$ cat src/bemp_pkg.sv
// ---------------------------------------------------------------------------
// bemp_pkg
// Shared types, constants and helpers for the binned event mixing pool.
// ---------------------------------------------------------------------------
`default_nettype none

package bemp_pkg;

  localparam int SLOT_DEPTH      = 16;
  localparam int CENTRALITY_BINS = 5;
  localparam int VERTEX_BINS     = 16;
  localparam int HANDLE_BITS     = 32;
  localparam int SLICE_WIDTH     = 160;
  localparam int NBINS           = CENTRALITY_BINS * VERTEX_BINS;
  localparam int HALF_RANGE      = (VERTEX_BINS / 2) * SLICE_WIDTH;

  // Reciprocal of the slice width scaled by 2^20; exact for offsets up to 2560
  localparam int SLICE_RECIP     = 6554;
  localparam int SLICE_SHIFT     = 20;

  localparam int SLOT_W  = $clog2(SLOT_DEPTH);
  localparam int CNT_W   = $clog2(SLOT_DEPTH + 1);
  localparam int BIN_W   = $clog2(NBINS);
  localparam int ADDR_W  = $clog2(NBINS * SLOT_DEPTH);
  localparam int SLICE_W = $clog2(VERTEX_BINS);
  localparam int TOT_W   = 11;
  localparam int Q_DEPTH = 2;

  typedef enum logic [2:0] {
    OP_ADD_RAND = 3'd0,
    OP_ADD_FIFO = 3'd1,
    OP_ADD_RES  = 3'd2,
    OP_SAMPLE   = 3'd3,
    OP_SAMPLE_ALL = 3'd4,
    OP_QUERY    = 3'd5,
    OP_NONE6    = 3'd6,
    OP_NONE7    = 3'd7
  } op_t;

  typedef enum logic [1:0] {
    ST_OK      = 2'd0,
    ST_DISCARD = 2'd1,
    ST_EMPTY   = 2'd2,
    ST_RANGE   = 2'd3
  } status_t;

  // Classified command passed from front to back
  typedef struct packed {
    op_t                    op;
    logic                   bad;
    logic [BIN_W-1:0]       bin;
    logic [HANDLE_BITS-1:0] handle;
    logic [31:0]            rnd;
  } cmd_t;

  // Per-bin bookkeeping kept in one memory word
  typedef struct packed {
    logic [CNT_W-1:0]  fill;
    logic [SLOT_W-1:0] oldest;
    logic [31:0]       seen;
  } bin_state_t;

  typedef enum logic [2:0] {
    BK_IDLE, BK_LOOK, BK_MOD, BK_MUL, BK_WRITE, BK_READ, BK_EMIT, BK_CLEAR
  } bk_state_t;

endpackage

`default_nettype wire

$ cat src/bemp_front.sv
// ---------------------------------------------------------------------------
// bemp_front
// Accepts input items, computes the bin index and range flag, and queues
// the classified command for the back end.
// ---------------------------------------------------------------------------
`default_nettype none

module bemp_front (
  input  wire logic                  clk,
  input  wire logic                  rst_n,
  input  wire logic                  in_tvalid,
  output logic                       in_tready,
  input  wire logic [2:0]            op_i,
  input  wire logic [2:0]            cen_i,
  input  wire logic signed [11:0]    z_i,
  input  wire logic [bemp_pkg::HANDLE_BITS-1:0] handle_i,
  input  wire logic [31:0]           rnd_i,
  output logic                       q_valid,
  input  wire logic                  q_pop,
  output bemp_pkg::cmd_t             q_cmd
);
  import bemp_pkg::*;

  localparam int QP_W = $clog2(Q_DEPTH);

  cmd_t              q_mem_r [Q_DEPTH];
  logic [QP_W-1:0]   wr_ptr_r, rd_ptr_r;
  logic [QP_W:0]     cnt_r;
  logic signed [12:0] zs;
  logic [12:0]       zoff;
  logic [25:0]       slice_p;
  logic [SLICE_W:0]  slice;
  logic [SLICE_W-1:0] slice_c;
  logic              bad;
  cmd_t              cmd;
  logic              push;

  // Classify: slice = (z + half) / 160, by reciprocal multiply and shift
  always_comb begin
    zs   = 13'(z_i);
    bad  = (zs < -13'(HALF_RANGE)) || (zs > 13'(HALF_RANGE)) ||
           (cen_i >= 3'(CENTRALITY_BINS));
    zoff = 13'(zs + 13'(HALF_RANGE));
    slice_p = 26'(zoff) * 26'(SLICE_RECIP);
    slice = slice_p[SLICE_SHIFT +: SLICE_W+1];
    slice_c = (slice >= (SLICE_W+1)'(VERTEX_BINS)) ? SLICE_W'(VERTEX_BINS - 1)
                                                   : slice[SLICE_W-1:0];
    cmd.op     = op_t'(op_i);
    cmd.bad    = bad;
    cmd.bin    = BIN_W'(cen_i) * BIN_W'(VERTEX_BINS) + BIN_W'(slice_c);
    cmd.handle = handle_i;
    cmd.rnd    = rnd_i;
  end

  assign in_tready = (cnt_r < (QP_W+1)'(Q_DEPTH));
  assign push      = in_tvalid && in_tready;
  assign q_valid   = (cnt_r != '0);
  assign q_cmd     = q_mem_r[rd_ptr_r];

  // Queue storage
  always_ff @(posedge clk) begin
    if (push) q_mem_r[wr_ptr_r] <= cmd;
  end

  // Queue pointers
  always_ff @(posedge clk) begin
    if (!rst_n) begin
      wr_ptr_r <= '0;
      rd_ptr_r <= '0;
      cnt_r    <= '0;
    end else begin
      if (push) wr_ptr_r <= wr_ptr_r + 1'b1;
      if (q_pop) rd_ptr_r <= rd_ptr_r + 1'b1;
      cnt_r <= cnt_r + (QP_W+1)'(push) - (QP_W+1)'(q_pop);
    end
  end

endmodule

`default_nettype wire

$ cat config.mk
export PLATFORM = sky130hd
export DESIGN_NAME = bemp_front
export DESIGN_NICKNAME = d
export VERILOG_FILES = /design/src/bemp_pkg.sv /design/src/bemp_front.sv
export SDC_FILE = /design/constraint.sdc
export NUM_CORES = 1
export LEC_CHECK = 0
export BUFFER_PORTS_ARGS = -buffer_cell sky130_fd_sc_hd__buf_4
export CORE_UTILIZATION = 25
export CTS_CLUSTER_DIAMETER = 150
export DETAILED_ROUTE_END_ITERATION = 8
export SLEW_MARGIN = 20
export SYNTH_ARGS = -nofsm -noshare
export SYNTH_HDL_FRONTEND = slang
export SYNTH_SLANG_ARGS = --single-unit
$ cat constraint.sdc
create_clock -name clk -period 5.7 [get_ports clk]
set_input_delay 1.14 -clock clk [delete_from_list [all_inputs] [get_ports clk]]
set_output_delay 1.14 -clock clk [all_outputs]
set_load 0.02 [all_outputs]
==> impl_metrics.tcl <==
set metrics [dict create \
    portBuffers 162 \
    grt_max_degree 60 \
    hold_depth 2 \
    synthCells 567 \
    postRouteAntennaNets 0 \
    rr_endpoint "q_mem_r[1][19]$_DFFE_PP_" \
    drtPass1Iterations 4 \
    place.gp.congestion 0.745 \
    vdd_ir_drop_max_mv 0.198 \
    die_height_microns 186 \
    cap_violations 0 \
    vias 4821 \
    core_sq_mm 0.0329 \
    cts_buffers 17 \
    antenna_found_initial 0 \
    ctsLongestPathBuffers 2 \
    cts_tree "done" \
    p_seq_share_pct 36.1 \
    grt.total_usage_pct 10.0 \
    crit_type "input port to flip-flop" \
    cts_sinks 155 \
    syn-cell-area_sq_mm 0.00846 \
    worstPathArrival_ns 5.49 \
    clk_pin_slew_worst_paths_ns 0.06 \
    ios 163 \
    hold_ws_ns 0.576 \
    p_sw_share_pct 33.7 \
    root_buffer "clkbuf_16" \
    worst_pin_slew_ns 0.779 \
    dp_cells 1176 \
    syn-num-nets 790 \
    switching_power_mw 1.45 \
    ff2ff_setup_slack_ns 3.71 \
    insertion_delay_ns 0.42 \
    post-route-period-util_pct 93.8 \
    skew_ns 0.00521 \
    viasPerCell 3.99 \
    die_area_sq_mm 0.0346 \
    worstPathRequired_ns 5.84 \
    hp-start "rd_ptr_r$_SDFFE_PN0P_" \
    slew_headroom_pct 48.1 \
    post-cts-setup-buffers 0 \
    drc 0 \
    syn2layout_area_growth_pct 28.3 \
    ys_seq_elements 155 \
    avgSynthCellArea_sq_um 14.9 \
    overflow 0 \
    power_density_mw_per_mm2 395 \
    initial_utilization_pct 25.7 \
    path_max_fanout 4 \
    setup_viol 0 \
    holdCritPathClass "flip-flop to flip-flop" \
    hold_violations 0 \
    layout_min_cycle_time_ns 5.35 \
    yosysUniqueCellTypes 37 \
    fmax_ghz 0.187 \
    cp-start-kind "input port" \
    wl_per_cell_microns 14.2 \
    drv_slew 0 \
    combPwrFrac_pct 39.8 \
    power.leakage_nw 4.63 \
    routed_wl_mm 17.2 \
    rsz0062_at_grt "no" \
    row_count 66 \
    layout.cells.non_filler 1208 \
    grt_pass1_wl_mm 25.9 \
    die_x_microns 186 \
    post_cts_resize_count 0 \
    status "finished clean" \
    end_kind "flip-flop" \
    ys_seq_area_share_pct 54.5 \
    final_cell_mix "buf_4 (174), edfxtp_1 (150), inv_1 (114)" \
    r2r-start "cnt_r[1]$_SDFF_PN0_" \
    final_common_cell "buf_4" \
    drtIter0Drc 169 \
    layout.nets 976 \
    power.total_mw 4.29 \
    h-tree-depth 4 \
    hold_buffers 0 \
    ff2ff_path_depth 3 \
    hpwl_mm 12.9 \
    internal_power_mw 2.84 \
    grt_pass1_vias 4973 \
    ys_warn_count 0 \
    p_clk_share_pct 24.2 \
    drive_gt1_share_pct 36.3 \
    antennaDiodeCount 0 \
]
[power by group through the flow]
stage | Sequential (mW) | Clock, mW | Combinational, mW
4_1_cts | 1.55 | 1.07 | 1.75
3_3_place_gp | 1.56 | 0 | 1.72
3_5_place_dp | 1.57 | 0 | 1.73
5_1_grt | 1.57 | 1.11 | 1.95
2_1_floorplan | 1.56 | 0 | 1.16
6_report | 1.55 | 1.04 | 1.70
[synth_stat cells (all sizes together)]
cell type  number  area share [%]
o211ai          2            0.24
nand4b          1            0.10
or3             1           0.074
nand3b          1           0.089
nor3            3            0.18
a21oi          11            0.70
a211oi          1            0.15
o21a            3            0.27
o221ai          1            0.10
xor2            4            0.41
nand2b          1           0.074
a21boi          2            0.18
a21o            3            0.27
edfxtp        150              53
or2             1           0.074
nor3b           1           0.089
ha             95              14
nand2           5            0.22
and3            2            0.15
inv           114             5.1
nand3           4            0.24
o41ai           1            0.19
fa             42             9.9
mux2           75              10
dfxtp           5             1.2
xnor2           9            0.93
o21ai           7            0.41
clkbuf          3            0.13
buf             5            0.30
nor2            6            0.27
a32oi           1            0.10
and2            6            0.44
nor4bb          1            0.12
[metrics by stage]
step | setup TNS, ns | area, sq um | util [%] | worst slack (ns)
floorplan | 0 | 8460 | - | 0.0931
global placement | -0.740 | 10300 | 31.4 | -0.110
detailed placement | -1.11 | 10300 | 31.4 | -0.187
CTS | 0 | 10800 | 33.0 | 0.283
global route | 0 | 10800 | 33.0 | 0.0386
finish | 0 | 10800 | 33.0 | 0.351
[registers in the layout (all words and copies together), names as in the netlist, named ones only]
register and cells:
cnt_r 2, rd_ptr_r 1, wr_ptr_r 1, q_mem_r 150
[cell type report]
| type | instances | area [sq um] |
|---|---|---|
| clock inverter | 12 | 97.6 |
| inverter | 114 | 428 |
| sequential | 155 | 4610 |
| fill | 3335 | 22000 |
| timing repair buffer | 175 | 1330 |
| tap | 442 | 553 |
| multi-input combinational | 290 | 3400 |
| clock buffer | 20 | 437 |
[cell families (layout without fill, tap and decap cells)]
family	after synthesis	count (layout)	share of synthesized area, %
flops	155	155	54.5
compound gates	32	32	2.60
simple gates	33	33	2.12
mux	75	75	9.99
fa+ha+maj	137	137	24.0
xor+xnor	13	13	1.35
buf+inv	122	321	5.49
[worst max-delay path: stages]
cell,delay (ns)
buf_4,0.10
inv_1,0.05
ha_1,0.30
xnor2_1,0.19
inv_1,0.09
fa_1,0.53
inv_1,0.05
fa_1,0.52
inv_1,0.05
fa_1,0.50
fa_1,0.54
inv_1,0.04
ha_1,0.26
nand3_1,0.10
nor2_1,0.22
o211ai_2,0.17
a32oi_1,0.24
xnor2_1,0.21
nand4b_1,0.18
[routing by layer]
metal / vias up / GRT usage [%] / routed length [microns]
met3: 13 / 3.25 / 1310
met1: 2331 / 12.3 / 7950
met5: - / 0 / 0
met2: 137 / 16.5 / 7720
li1: 2340 / - / -
met4: 0 / 3.34 / 218
[how the worst max path moves through the flow]
| stage | endpoint | startpoint | slack [ns] |
|---|---|---|---|
| final | q_mem_r[0][67]$_DFFE_PP_ | z_i[9] | 0.35 |
| after global routing | q_mem_r[0][67]$_DFFE_PP_ | z_i[8] | 0.04 |
| after CTS | q_mem_r[0][67]$_DFFE_PP_ | z_i[9] | 0.28 |
| after detailed placement | q_mem_r[1][67]$_DFFE_PP_ | z_i[9] | -0.19 |
| after global placement | q_mem_r[0][67]$_DFFE_PP_ | z_i[9] | -0.11 |
| after floorplan | q_mem_r[0][67]$_DFFE_PP_ | z_i[8] | 0.09 |
(Power assumes the default switching activity.)
